**src/hw/rtl/assert_macros.svh**
```systemverilog
// Assertion macros shared by the touch pressure RTL.
`ifndef ASSERT_MACROS_SVH
`define ASSERT_MACROS_SVH
`ifndef SYNTHESIS
// Property checked on every rising clk edge outside reset.
`define ASSERT_PROP(lbl, prop, msg) \
	lbl: assert property (@(posedge clk) disable iff (!arst_n) prop) \
		else $error(msg);
// Condition that must never be seen on a rising clk edge outside reset.
`define ASSERT_NEVER(lbl, cond, msg) \
	lbl: assert property (@(posedge clk) disable iff (!arst_n) !(cond)) \
		else $error(msg);
`else
`define ASSERT_PROP(lbl, prop, msg)
`define ASSERT_NEVER(lbl, cond, msg)
`endif
`endif

```
**src/hw/rtl/tspr_pkg.sv**
```systemverilog
// Types, constants and helpers for the touch sample pressure report block.
package tspr_pkg;

	// Measurement bits actually used from each raw field
	localparam int SAMPLE_BITS = 16;
	localparam int SMP_W       = 16;
	localparam int TMR_W       = 16;

	// Register indexes on the config channel
	localparam int CFG_IDX_W = 2;
	typedef logic [CFG_IDX_W-1:0] cfg_idx_t;
	localparam cfg_idx_t REG_INV_X   = 2'd0;
	localparam cfg_idx_t REG_INV_Y   = 2'd1;
	localparam cfg_idx_t REG_TIMEOUT = 2'd2;
	localparam logic [TMR_W-1:0] TIMEOUT_RST = 16'd70;

	// Request type codes
	localparam logic REQ_SAMPLE = 1'b0;
	localparam logic REQ_TICK   = 1'b1;

	// Divider geometry: |(z2-z1-2)*x| < 2^32, z1+2 <= 65537
	localparam int DIV_W     = 32;
	localparam int DVS_W     = 17;
	localparam int DIV_CNT_W = $clog2(DIV_W);

	// Pressure scaling: (2500 - q) * 1000 / 1600 == (2500 - q) * 5 / 8
	localparam int PRESS_W     = 31;
	localparam int T_W         = 34;
	localparam int PRESS_FULL  = 2500;
	localparam int SCALE_MUL   = 5;
	localparam int SCALE_SHIFT = 3;
	localparam int PRESS_SAT   = 255;

	typedef struct packed {
		logic             req_type;
		logic             from_sample_line;
		logic             pen_up_flag;
		logic             data_valid_flag;
		logic [SMP_W-1:0] raw_x;
		logic [SMP_W-1:0] raw_y;
		logic [SMP_W-1:0] raw_z1;
		logic [SMP_W-1:0] raw_z2;
	} req_t;

	typedef struct packed {
		logic               touch_active;
		logic               has_position;
		logic [SMP_W-1:0]   pos_x;
		logic [SMP_W-1:0]   pos_y;
		logic [PRESS_W-1:0] pressure;
	} rpt_t;

	typedef struct packed {
		logic tick;
		logic stop;
		logic arm;
	} timer_cmd_t;

	typedef struct packed {
		logic busy;
		logic done;
	} div_sts_t;

	function automatic logic [SMP_W-1:0] smp_mask(input logic [SMP_W-1:0] v);
		logic [SMP_W:0] m;
		m = (SMP_W+1)'((33'd1 << SAMPLE_BITS) - 33'd1);
		return v & m[SMP_W-1:0];
	endfunction

endpackage

```
**src/hw/rtl/tspr_if.sv**
```systemverilog
// Valid/ready channel interfaces for requests, reports and config writes.
interface tspr_req_if import tspr_pkg::*; ();
	logic valid;
	logic ready;
	req_t data;
	modport source(output valid, output data, input ready);
	modport sink(input valid, input data, output ready);
endinterface

interface tspr_rpt_if import tspr_pkg::*; ();
	logic valid;
	logic ready;
	rpt_t data;
	modport source(output valid, output data, input ready);
	modport sink(input valid, input data, output ready);
endinterface

interface tspr_cfg_if import tspr_pkg::*; ();
	logic             valid;
	logic             ready;
	cfg_idx_t         index;
	logic [SMP_W-1:0] data;
	modport source(output valid, output index, output data, input ready);
	modport sink(input valid, input index, input data, output ready);
endinterface

```
**src/hw/rtl/tspr_div.sv**
```systemverilog
// Restoring unsigned divider, one quotient bit per cycle.
`include "assert_macros.svh"
module tspr_div import tspr_pkg::*; (
	input  logic             clk,
	input  logic             arst_n,
	input  logic             start,
	input  logic [DIV_W-1:0] dividend,
	input  logic [DVS_W-1:0] divisor,
	output logic [DIV_W-1:0] quotient,
	output div_sts_t         sts
);

	logic                 busy_q;
	logic                 done_q;
	logic [DIV_CNT_W-1:0] cnt_q;
	logic [DVS_W-1:0]     rem_q;
	logic [DIV_W-1:0]     quo_q;
	logic [DVS_W-1:0]     dvs_q;

	logic [DVS_W:0]   shifted;
	logic [DVS_W+1:0] trial;
	logic             ge;

	assign shifted = {rem_q, quo_q[DIV_W-1]};
	assign trial   = {1'b0, shifted} - {2'b00, dvs_q};
	assign ge      = !trial[DVS_W+1];

	always_ff @(posedge clk or negedge arst_n) begin
		if (!arst_n) begin
			busy_q <= 1'b0;
			done_q <= 1'b0;
			cnt_q  <= '0;
		end else begin
			done_q <= 1'b0;
			if (start) begin
				busy_q <= 1'b1;
				cnt_q  <= '0;
			end else if (busy_q) begin
				cnt_q <= cnt_q + 1'b1;
				if (cnt_q == DIV_CNT_W'(DIV_W - 1)) begin
					busy_q <= 1'b0;
					done_q <= 1'b1;
				end
			end
		end
	end

	always_ff @(posedge clk) begin
		if (start) begin
			rem_q <= '0;
			quo_q <= dividend;
			dvs_q <= divisor;
		end else if (busy_q) begin
			rem_q <= ge ? trial[DVS_W-1:0] : shifted[DVS_W-1:0];
			quo_q <= {quo_q[DIV_W-2:0], ge};
		end
	end

	assign quotient = quo_q;
	assign sts      = '{busy: busy_q, done: done_q};

	`ASSERT_NEVER(a_div_start_busy, start && busy_q, "divider restarted mid-division")
	`ASSERT_PROP(a_div_done_end, $fell(busy_q) |-> done_q, "division ended without done")

endmodule

```
**src/hw/rtl/tspr_timer.sv**
```systemverilog
// Pen-up timeout counter, decremented by millisecond ticks.
`include "assert_macros.svh"
module tspr_timer import tspr_pkg::*; (
	input  logic             clk,
	input  logic             arst_n,
	input  timer_cmd_t       cmd,
	input  logic [TMR_W-1:0] load_val,
	output logic             expire
);

	logic             armed_q;
	logic [TMR_W-1:0] rem_q;

	// zero or one left: this tick ends the timeout
	assign expire = cmd.tick && armed_q && (rem_q <= TMR_W'(1));

	always_ff @(posedge clk or negedge arst_n) begin
		if (!arst_n) begin
			armed_q <= 1'b0;
			rem_q   <= '0;
		end else if (cmd.tick && armed_q) begin
			if (rem_q <= TMR_W'(1)) begin
				armed_q <= 1'b0;
				rem_q   <= '0;
			end else begin
				rem_q <= rem_q - 1'b1;
			end
		end else if (cmd.stop) begin
			armed_q <= cmd.arm;
			if (cmd.arm)
				rem_q <= load_val;
		end
	end

	`ASSERT_PROP(a_tmr_expire_clear, expire |=> !armed_q && rem_q == '0, "timer still armed")

endmodule

```
**src/hw/rtl/touch_sample_pressure_report.sv**
```systemverilog
// Top level: touch sample sequencer, config registers and report register.
//
// Channel  Dir  Beat carries
// -------  ---  ------------------------------------------------------------
// cfg      in   register index + 16-bit write data (always ready)
// req      in   sample event (flags, raw X/Y/Z1/Z2) or millisecond tick
// rpt      out  touch state, position and pressure
//
// A pen-down sample with valid data runs through the states MUL, LOAD, DIV,
// SCALE, PRESS and EMIT; in DIV the shared one-bit-per-cycle divider
// forms (Z2-Z1-2)*X/(Z1+2). Expiring ticks and pen-up samples go straight to EMIT,
// and items with no report stay in idle. req is not ready while an item is being worked.
// The report register holds one beat; while it is stalled the next item is
// still taken and worked, then waits for the slot. Reset is asynchronous,
// active low, and clears the timer, the sequencer and the report valid.
`include "assert_macros.svh"
module touch_sample_pressure_report import tspr_pkg::*; (
	input  logic        clk,
	input  logic        arst_n,
	tspr_cfg_if.sink    cfg,
	tspr_req_if.sink    req,
	tspr_rpt_if.source  rpt
);

	localparam logic [2:0] S_IDLE  = 3'd0;
	localparam logic [2:0] S_MUL   = 3'd1;
	localparam logic [2:0] S_LOAD  = 3'd2;
	localparam logic [2:0] S_DIV   = 3'd3;
	localparam logic [2:0] S_SCALE = 3'd4;
	localparam logic [2:0] S_PRESS = 3'd5;
	localparam logic [2:0] S_EMIT  = 3'd6;

	// config registers
	logic [SMP_W-1:0] inv_x_q;
	logic [SMP_W-1:0] inv_y_q;
	logic [TMR_W-1:0] timeout_q;

	logic [2:0] state_q;

	// working registers of the current sample
	logic [SMP_W-1:0] x_q;
	logic [DVS_W-1:0] z1p2_q;
	logic [DVS_W-1:0] dmag_q;   // |z2 - z1 - 2|
	logic             neg_q;    // z2 - z1 - 2 < 0
	logic [DIV_W-1:0] prod_q;
	logic [T_W-1:0]   t_q;      // 2500 - q, signed
	rpt_t             res_q;

	logic rpt_valid_q;
	rpt_t rpt_q;

	logic             acc;
	logic             is_tick;
	logic             down;
	logic             smp_down;
	logic             report;
	logic [SMP_W-1:0] mx;
	logic [SMP_W-1:0] my;
	logic [SMP_W-1:0] mz1;
	logic [SMP_W-1:0] mz2;
	logic [SMP_W+1:0] diff;
	logic [DIV_W:0]   prod;
	logic [DIV_W-1:0] quot;
	logic [T_W+2:0]   t5;
	logic [PRESS_W-1:0] zc;
	logic             rpt_load;
	logic             expire;
	timer_cmd_t       tcmd;
	div_sts_t         div_sts;

	function automatic logic [SMP_W-1:0] mirror(input logic [SMP_W-1:0] v,
			input logic [SMP_W-1:0] ref_v);
		logic [SMP_W-1:0] r;
		if (ref_v == '0)
			r = v;
		else if (ref_v >= v)
			r = ref_v - v;
		else
			r = '0;
		return r;
	endfunction

	// ---------------- config port ----------------
	assign cfg.ready = 1'b1;

	always_ff @(posedge clk or negedge arst_n) begin
		if (!arst_n) begin
			inv_x_q   <= '0;
			inv_y_q   <= '0;
			timeout_q <= TIMEOUT_RST;
		end else if (cfg.valid && cfg.ready) begin
			unique case (cfg.index)
				REG_INV_X:   inv_x_q   <= cfg.data;
				REG_INV_Y:   inv_y_q   <= cfg.data;
				REG_TIMEOUT: timeout_q <= cfg.data;
				default:     ;
			endcase
		end
	end

	// ---------------- request decode ----------------
	assign req.ready = (state_q == S_IDLE);
	assign acc       = req.valid && req.ready;
	assign is_tick   = (req.data.req_type == REQ_TICK);
	assign down      = !req.data.pen_up_flag;
	assign smp_down  = !is_tick && down;
	assign report    = !down || req.data.data_valid_flag;

	assign mx   = smp_mask(req.data.raw_x);
	assign my   = smp_mask(req.data.raw_y);
	assign mz1  = smp_mask(req.data.raw_z1);
	assign mz2  = smp_mask(req.data.raw_z2);
	assign diff = {2'b00, mz2} - {2'b00, mz1} - (SMP_W+2)'(2);

	// Every sample stops the timer; a reporting sample on the sample line re-arms it.
	assign tcmd.tick = acc && is_tick;
	assign tcmd.stop = acc && !is_tick;
	assign tcmd.arm  = acc && !is_tick && report && req.data.from_sample_line;

	tspr_timer u_timer (
		.clk      (clk),
		.arst_n   (arst_n),
		.cmd      (tcmd),
		.load_val (timeout_q),
		.expire   (expire)
	);

	// ---------------- shared divider ----------------
	tspr_div u_div (
		.clk      (clk),
		.arst_n   (arst_n),
		.start    (state_q == S_LOAD),
		.dividend (prod_q),
		.divisor  (z1p2_q),
		.quotient (quot),
		.sts      (div_sts)
	);

	// unsigned 17x16 magnitude product, always below 2^32
	assign prod = (DIV_W+1)'(dmag_q) * (DIV_W+1)'(x_q);

	// z = trunc(5t/8); non-positive z saturates to 255
	assign t5 = (T_W+3)'(t_q[T_W-2:0]) * (T_W+3)'(SCALE_MUL);
	assign zc = t5[SCALE_SHIFT +: PRESS_W];

	// ---------------- sequencer ----------------
	assign rpt_load = (state_q == S_EMIT) && (!rpt_valid_q || rpt.ready);

	always_ff @(posedge clk or negedge arst_n) begin
		if (!arst_n) begin
			state_q <= S_IDLE;
		end else begin
			unique case (state_q)
				S_IDLE: begin
					if (acc) begin
						if (is_tick)
							state_q <= expire ? S_EMIT : S_IDLE;
						else if (!down)
							state_q <= S_EMIT;
						else if (report)
							state_q <= S_MUL;
					end
				end
				S_MUL:   state_q <= S_LOAD;
				S_LOAD:  state_q <= S_DIV;
				S_DIV:   if (div_sts.done) state_q <= S_SCALE;
				S_SCALE: state_q <= S_PRESS;
				S_PRESS: state_q <= S_EMIT;
				S_EMIT:  if (rpt_load) state_q <= S_IDLE;
				default: state_q <= S_IDLE;
			endcase
		end
	end

	always_ff @(posedge clk) begin
		case (state_q)
			S_IDLE: begin
				if (acc) begin
					// touch-up and expiry beats carry all-zero fields
					res_q <= '{touch_active: smp_down,
						has_position: smp_down,
						pos_x:        smp_down ? mirror(mx, inv_x_q) : '0,
						pos_y:        smp_down ? mirror(my, inv_y_q) : '0,
						pressure:     '0};
					x_q    <= mx;
					z1p2_q <= {1'b0, mz1} + DVS_W'(2);
					neg_q  <= diff[SMP_W+1];
					dmag_q <= diff[SMP_W+1] ? DVS_W'(-diff) : diff[DVS_W-1:0];
				end
			end
			S_MUL: prod_q <= prod[DIV_W-1:0];
			S_SCALE: begin
				if (neg_q)
					t_q <= T_W'(PRESS_FULL) + {2'b00, quot};
				else
					t_q <= T_W'(PRESS_FULL) - {2'b00, quot};
			end
			S_PRESS: begin
				if (t_q[T_W-1] || zc == '0)
					res_q.pressure <= PRESS_W'(PRESS_SAT);
				else
					res_q.pressure <= zc;
			end
			default: ;
		endcase
	end

	// ---------------- report register ----------------
	always_ff @(posedge clk or negedge arst_n) begin
		if (!arst_n)
			rpt_valid_q <= 1'b0;
		else if (rpt_load)
			rpt_valid_q <= 1'b1;
		else if (rpt.ready)
			rpt_valid_q <= 1'b0;
	end

	always_ff @(posedge clk) begin
		if (rpt_load)
			rpt_q <= res_q;
	end

	assign rpt.valid = rpt_valid_q;
	assign rpt.data  = rpt_q;

	`ASSERT_PROP(a_top_div_in_div, div_sts.busy |-> state_q == S_DIV, "divider busy outside S_DIV")
	`ASSERT_PROP(a_top_done_in_div, div_sts.done |-> state_q == S_DIV, "stray divider done")

endmodule

```
**src/flat_wrapper.sv**
```systemverilog
// flat-port wrapper written by rule: the top's interface ports become plain ports
module touch_sample_pressure_report_flat import tspr_pkg::*;
  (clk, arst_n, cfg_valid, cfg_index, cfg_data, cfg_ready, req_valid, req_data, req_ready, rpt_valid, rpt_data, rpt_ready);
  tspr_cfg_if cfg_i ();
  tspr_req_if req_i ();
  tspr_rpt_if rpt_i ();
  input  logic clk;
  input  logic arst_n;
  input wire logic [$bits(cfg_i.valid)-1:0] cfg_valid;
  input wire logic [$bits(cfg_i.index)-1:0] cfg_index;
  input wire logic [$bits(cfg_i.data)-1:0] cfg_data;
  output wire logic [$bits(cfg_i.ready)-1:0] cfg_ready;
  input wire logic [$bits(req_i.valid)-1:0] req_valid;
  input wire logic [$bits(req_i.data)-1:0] req_data;
  output wire logic [$bits(req_i.ready)-1:0] req_ready;
  output wire logic [$bits(rpt_i.valid)-1:0] rpt_valid;
  output wire logic [$bits(rpt_i.data)-1:0] rpt_data;
  input wire logic [$bits(rpt_i.ready)-1:0] rpt_ready;
  assign cfg_i.valid = cfg_valid;
  assign cfg_i.index = cfg_index;
  assign cfg_i.data = cfg_data;
  assign cfg_ready = cfg_i.ready;
  assign req_i.valid = req_valid;
  assign req_i.data = req_data;
  assign req_ready = req_i.ready;
  assign rpt_valid = rpt_i.valid;
  assign rpt_data = rpt_i.data;
  assign rpt_i.ready = rpt_ready;
  touch_sample_pressure_report u_core (.clk(clk), .arst_n(arst_n), .cfg(cfg_i), .req(req_i), .rpt(rpt_i));
endmodule
```
**config.mk**
```make
export PLATFORM = sky130hd
export DESIGN_NAME = touch_sample_pressure_report_flat
export DESIGN_NICKNAME = d
export VERILOG_FILES = /design/src/hw/rtl/tspr_pkg.sv /design/src/hw/rtl/tspr_if.sv /design/src/hw/rtl/tspr_div.sv /design/src/hw/rtl/tspr_timer.sv /design/src/hw/rtl/touch_sample_pressure_report.sv /design/src/flat_wrapper.sv
export VERILOG_INCLUDE_DIRS = /design/src /design/src/hw/rtl
export SDC_FILE = /design/constraint.sdc
export NUM_CORES = 1
export LEC_CHECK = 0
export BUFFER_PORTS_ARGS = -buffer_cell sky130_fd_sc_hd__buf_2
export CORE_MARGIN = 2
export CORE_UTILIZATION = 55
export CTS_CLUSTER_SIZE = 8
export DETAILED_ROUTE_END_ITERATION = 12
export GPL_ROUTABILITY_DRIVEN = 0
export PLACE_DENSITY_LB_ADDON = 0.15
export SLEW_MARGIN = 0
export SYNTH_ARGS = -nofsm -noshare
export SYNTH_HDL_FRONTEND = slang
export SYNTH_SLANG_ARGS = --single-unit
export TNS_END_PERCENT = 100
```
**constraint.sdc**
```tcl
create_clock -name clk -period 8 [get_ports clk]
set_input_delay 1.2 -clock clk [delete_from_list [all_inputs] [get_ports clk]]
set_output_delay 1.2 -clock clk [all_outputs]
set_load 0.01 [all_outputs]
```
After elaboration in Yosys (flattened, before gate mapping). Index checks and enable logic that the tools add are counted. Widths: inputs -> output; s select.

$add $sub $neg: 11. Multipliers: 2. $lt $le $gt $ge: 3. Equality and inequality tests: 14. Muxes and demuxes: 37. Reduce and logical (&&, ||, !) cells: 34.

Operator list (count): $mux 16 (8); $mux 32 (2); $mux 31 (2); $pmux 31 s2 (1); $mul 33x3->34 const B (1); $mux 17 (2); $mux 34 (1); $add 12x32->33 const A (1); $sub 12x32->33 const A (1); $ge 16x16->1 (2); $logic_not 16->1 (2); $mul 17x16->32 (1); $sub 16x16->16 (2); $logic_not 31->1 (1); $mux 3 (7); $pmux 3 s7 (1); $sub 18x17->19 (1); $sub 18x2->18 const B (1); $add 16x2->17 const B (1); $neg 17->17 (1); $sub 16x16->17 (1); $le 16x1->1 const B (1); $sub 16x1->16 const B (1); $reduce_and 2->1 (7); 19 further kinds (52).

Bits in registers: 387. Input port bits: 91. Output and inout port bits: 68. Logic and storage cells: 128.

Longest topological paths before layout.
Word-level depth: 9. Gate-level depth with buffers: 26. Gate-level depth less buffers: 25.

Cells and area by module. Synthesis repeated with hierarchy kept, for this count alone.

Cells, all modules: 3006. Area, all modules: 30757.0 um^2.

By module, submodules not included: touch_sample_pressure_report (times used 1, cells an instance 2571, area each 25944.9 um^2, sequential area each 8662.1 um^2); tspr_div (times used 1, cells an instance 311, area each 3713.6 um^2, sequential area each 1986.9 um^2); tspr_timer (times used 1, cells an instance 124, area each 1098.6 um^2, sequential area each 425.4 um^2).

Least setup slack after synthesis. Ideal clock, no wire load.

Kind: flip-flop to flip-flop. Start: reg u_core.x_q[9]. End: reg u_core.prod_q[31], data pin. Library setup time: 0.260 ns. Arrival: 6.364 ns. Required time: 7.740 ns. Setup slack: 1.376 ns. Cell stages (with the launch flop): 25. Path buffers: 2. Period minus slack after synthesis: 6.624 ns. Cells stage by stage: edfxtp_1 > clkbuf_1 > clkbuf_1 > nand2_1 > fa_1 > fa_1 > inv_1 > fa_1 > fa_1 > fa_1 > inv_1 > fa_1 > inv_1 > ha_1 > a21o_1 > a21o_1 > a21o_1 > or3_1 > o31ai_1 > o21ai_0 > nor2b_1 > nor2_1 > a21o_1 > a31oi_1 > xnor2_1.

Cells in the longest elaborated chain, start to end: 1.

Ends and longest elaborated chain: from (decl) (RTL line touch_sample_pressure_report.sv:41) `logic [SMP_W-1:0] x_q;`; from (signal assigned) (RTL line touch_sample_pressure_report.sv:185) `x_q <= mx;`; $mul 17x16->32 (RTL line touch_sample_pressure_report.sv:140) `assign prod = (DIV_W+1)'(dmag_q) * (DIV_W+1)'(x_q);`; via u_core.prod[31] (RTL line touch_sample_pressure_report.sv:62) `logic [DIV_W:0] prod;`; to (signal assigned) (RTL line touch_sample_pressure_report.sv:191) `S_MUL: prod_q <= prod[DIV_W-1:0];`; to (decl) (RTL line touch_sample_pressure_report.sv:45) `logic [DIV_W-1:0] prod_q;`.

The timed path passes the listed nets, and every way through them passes these cells. A chain may end at the register's enable or synchronous reset.

Worst setup path in the final report.
Start: reg u_core.x_q[15]. End: reg u_core.prod_q[31], data pin.

The elaborated chain is that of the path after synthesis.

==> metrics <==
run status=completed; maximum frequency from static timing analysis=141 MHz; dominant delay contributor by cell family on the critical path=adder cells; start point of the critical path=u_core.x_q[15]; pin count of the biggest net entering global routing=77; area leader, netlist=sky130_fd_sc_hd__edfxtp_1; top cells by area, synth=sky130_fd_sc_hd__edfxtp_1 29%, sky130_fd_sc_hd__fa_1 14%, sky130_fd_sc_hd__ha_1 9.7%; Synth top area share=28.9%; number of DRC markers after the initial detailed-route iteration=1461; remaining max-slew budget at the tightest pin=under 10%; hold bufs inserted after CTS=0; highest-count cells in the layout ignoring fill and taps=380 x sky130_fd_sc_hd__inv_1, 360 x sky130_fd_sc_hd__nand2_1, 294 x sky130_fd_sc_hd__edfxtp_1, 238 x sky130_fd_sc_hd__ha_1, 212 x sky130_fd_sc_hd__fa_1; instance count on the critical path=21; Critical Path Start Type=flip-flop; drt drc=0; Net Count, Synth=between 3k and 4k; clk slew on worst S/H paths=50 ps; master cell of the clock root buffer=sky130_fd_sc_hd__clkbuf_16; via density per instance=5.69; worst hold path class=flip-flop to flip-flop; maximum count of clock buffers along a single path=3; EDFF count, synth=around 290; post-synthesis cell count=3049; synthesized flop and latch total=between 300 and 400; final WL=72500 um; unrepaired setup endpoints after global routing=false; routed wire length per instance=18.3 um; max-capacitance violation count=0; number of buffers created by CTS=55; worst slew pin tran=1350 ps; timing endpoint of the critical path=u_core.prod_q[31]; combined buffer and inverter count along the critical path=2; Post-synth top flop=sky130_fd_sc_hd__edfxtp_1; FFs w/ async S/R, synth=19.6%; leading cell type in the layout, fill and taps excluded=sky130_fd_sc_hd__inv_1; worst clock skew=22.4 ps; fin crit period=~7000 ps; via count=22.5k; setup violation total in the final timing report=0; Max Transition Viols Final=0; PortBufs=157; remaining number of nets flagged by the antenna check after routing=0; number of levels the H-tree was split into=2; layout net count=3713; Fin. Hold Viols=0; library cells used by synthesis=99; cells traversed along the worst timing path=and2_1, fa_1, fa_1, fa_1, fa_1, fa_1, inv_1, fa_1, inv_1, ha_1, a21o_1, a21o_1, a21o_1, or3_1, o31ai_1, o21ai_0, nor2b_1, nor2_1, a21o_1, a31oi_1, xnor2_1; Die Height=240 um; Detailed Place HPWL=55800 um; number of cells upsized or downsized after cts=0; Worst Path Max Fanout=17; crit share post-route=88.8%; drt first pass iters=7; reg-to-reg critical path endpoint=u_core.prod_q[31]; setup fix buffers added after clock tree synthesis=0; Layout Area Growth over Synthesis=9.97%; GRT Total Usage=25.9%; Multi-input gate area=0.0176 sq mm; origin of the critical flop-to-flop path=u_core.x_q[15]; fraction of final layout cells with drive strength greater than 1=10.2%; Clock Latency Late Sink=610 ps; global-route wire length before repair=118000 um; starting utilization of the core area=between 50% and 60%; TritonCTS Sinks=387; count of fill cells added during filler insertion=4562; post-synthesis sequential area ratio=between 30 and 40%; crit-path max cell delay=660 ps; number of cells traversed by the worst register-to-register path=21; area of the die=0.0575 sq mm; die width=about 240 um; FF+latch area=around 0.011 sq mm; clock tree from TritonCTS=done; number of warnings issued by yosys=0; number of placed I/O pins=159; initial antenna violation count=2; area of the mapped netlist=0.0306 sq mm; via count of the first global-routing pass=between 20k and 25k; core box area=approximately 0.055 sq mm; summed negative setup slack over all endpoints=0 ps; slowest CP cell=sky130_fd_sc_hd__edfxtp_1; required time of the worst setup path=8330 ps; slack of the worst reg-to-reg path=900 ps; CP Data Arrival Time=7430 ps; endpoint type of the worst setup path=flip-flop; mean area per synthesized cell=10.0 sq um; type of the worst setup path=flip-flop to flip-flop; Cell Rows=86; Worst path most repeated cell=sky130_fd_sc_hd__fa_1; leftover overflow at the end of global routing=0
## worst min-delay path by stage
stage | from | to | depth (start not counted) | slack, ps
floorplan | u_core.res_q[0] | u_core.rpt.data[0] | 0 | 400
global placement | u_core.res_q[27] | u_core.rpt.data[27] | 0 | 400
detailed placement | u_core.res_q[12] | u_core.rpt.data[12] | 0 | 400
CTS | u_core.res_q[12] | u_core.rpt.data[12] | 0 | 410
global route | u_core.res_q[12] | u_core.rpt.data[12] | 0 | 420
finish | u_core.res_q[51] | u_core.rpt.data[51] | 0 | 410
## logic make-up (layout without fill, tap and decap cells)
logic type,after synthesis,in the layout,share of synthesized area [%]
buf+inv,487,649,6.10
simple gates,977,977,15.8
mux,68,68,2.42
fa+ha+maj,450,450,23.6
other cells,1,4,0.0123
compound gates,515,515,11.0
flops,387,387,36.2
xor+xnor,164,164,4.81
## stage by stage
stage                     utilization [%]  area, sq um  std cells  hold WS, ps  setup slack [ps]
after floorplan                         -        30600       3049          400              1380
after global placement               58.2        32000       3863          402              1030
after detailed placement             58.2        32000       3863          405               949
after CTS                            61.1        33600       3959          412               924
after global routing                 61.1        33600       3959          416               525
final                                61.1        33600       3962          413               899
## synth_stat cells (13+ instances only)
| master | instances |
|---|---|
| sky130_fd_sc_hd__inv_1 | 382 |
| sky130_fd_sc_hd__nand2_1 | 360 |
| sky130_fd_sc_hd__edfxtp_1 | 294 |
| sky130_fd_sc_hd__ha_1 | 238 |
| sky130_fd_sc_hd__fa_1 | 212 |
| sky130_fd_sc_hd__a21oi_1 | 148 |
| sky130_fd_sc_hd__nor2_1 | 145 |
| sky130_fd_sc_hd__and2_1 | 140 |
| sky130_fd_sc_hd__o21ai_0 | 117 |
| sky130_fd_sc_hd__xnor2_1 | 112 |
| sky130_fd_sc_hd__clkbuf_1 | 85 |
| sky130_fd_sc_hd__dfrtp_1 | 73 |
| sky130_fd_sc_hd__nand3_1 | 67 |
| sky130_fd_sc_hd__nor3_1 | 67 |
| sky130_fd_sc_hd__xor2_1 | 49 |
| sky130_fd_sc_hd__mux2_2 | 48 |
| sky130_fd_sc_hd__a21o_1 | 42 |
| sky130_fd_sc_hd__and3_1 | 28 |
| sky130_fd_sc_hd__o21a_1 | 27 |
| sky130_fd_sc_hd__o211ai_1 | 23 |
| sky130_fd_sc_hd__nand2b_1 | 22 |
| sky130_fd_sc_hd__nor4_1 | 22 |
| sky130_fd_sc_hd__a211oi_1 | 20 |
| sky130_fd_sc_hd__mux2i_1 | 20 |
| sky130_fd_sc_hd__nand4_1 | 20 |
| sky130_fd_sc_hd__nor2b_1 | 19 |
| sky130_fd_sc_hd__dfxtp_1 | 17 |
| sky130_fd_sc_hd__o21bai_1 | 16 |
| sky130_fd_sc_hd__or3_1 | 15 |
| sky130_fd_sc_hd__a31oi_1 | 13 |
| sky130_fd_sc_hd__or2_2 | 13 |
## worst register-to-register path: cells and delay by family (launching register included)
family	cells	cell delay [ps]
flops	1	660
xor+xnor	1	100
simple gates	4	830
fa+ha+maj	7	3510
buf+inv	2	100
compound gates	7	1620
## layout make-up
cell class	count	share of cell area [%]
Multi-Input combinational cell	2175	52.5
Sequential cell	387	33.0
Clock buffer	91	4.56
Inverter	382	4.27
Tap cell	748	2.79
Timing Repair Buffer	171	2.66
Clock inverter	5	0.246
Antenna cell	3	0.0223
## flip-flops by register name, indices dropped and copies added (netlist names), 3 cells and up
signal                 count
u_core.res_q              64
u_core.rpt.data           64
u_core.t_q                34
u_core.prod_q             32
u_core.u_div.quotient     32
u_core.dmag_q             17
u_core.u_div.dvs_q        17
u_core.u_div.rem_q        17
u_core.z1p2_q             17
u_core.inv_x_q            16
u_core.inv_y_q            16
u_core.timeout_q          16
u_core.u_timer.rem_q      16
u_core.x_q                16
u_core.u_div.cnt_q         5
u_core.state_q             3
## layer usage
layer	share of wire, %	wire [um]	GRT usage (%)	vias to the layer above
li1	-	-	-	10700
met1	43	31000	33.9	10900
met2	49	35500	44.4	744
met3	5.7	4140	3.99	143
met4	2.6	1910	7.73	0
met5	0	0	0	-
Power is left out: the tool's default activity adds up to more than one toggle a clock period on the data nets, which glitch-free logic cannot reach.
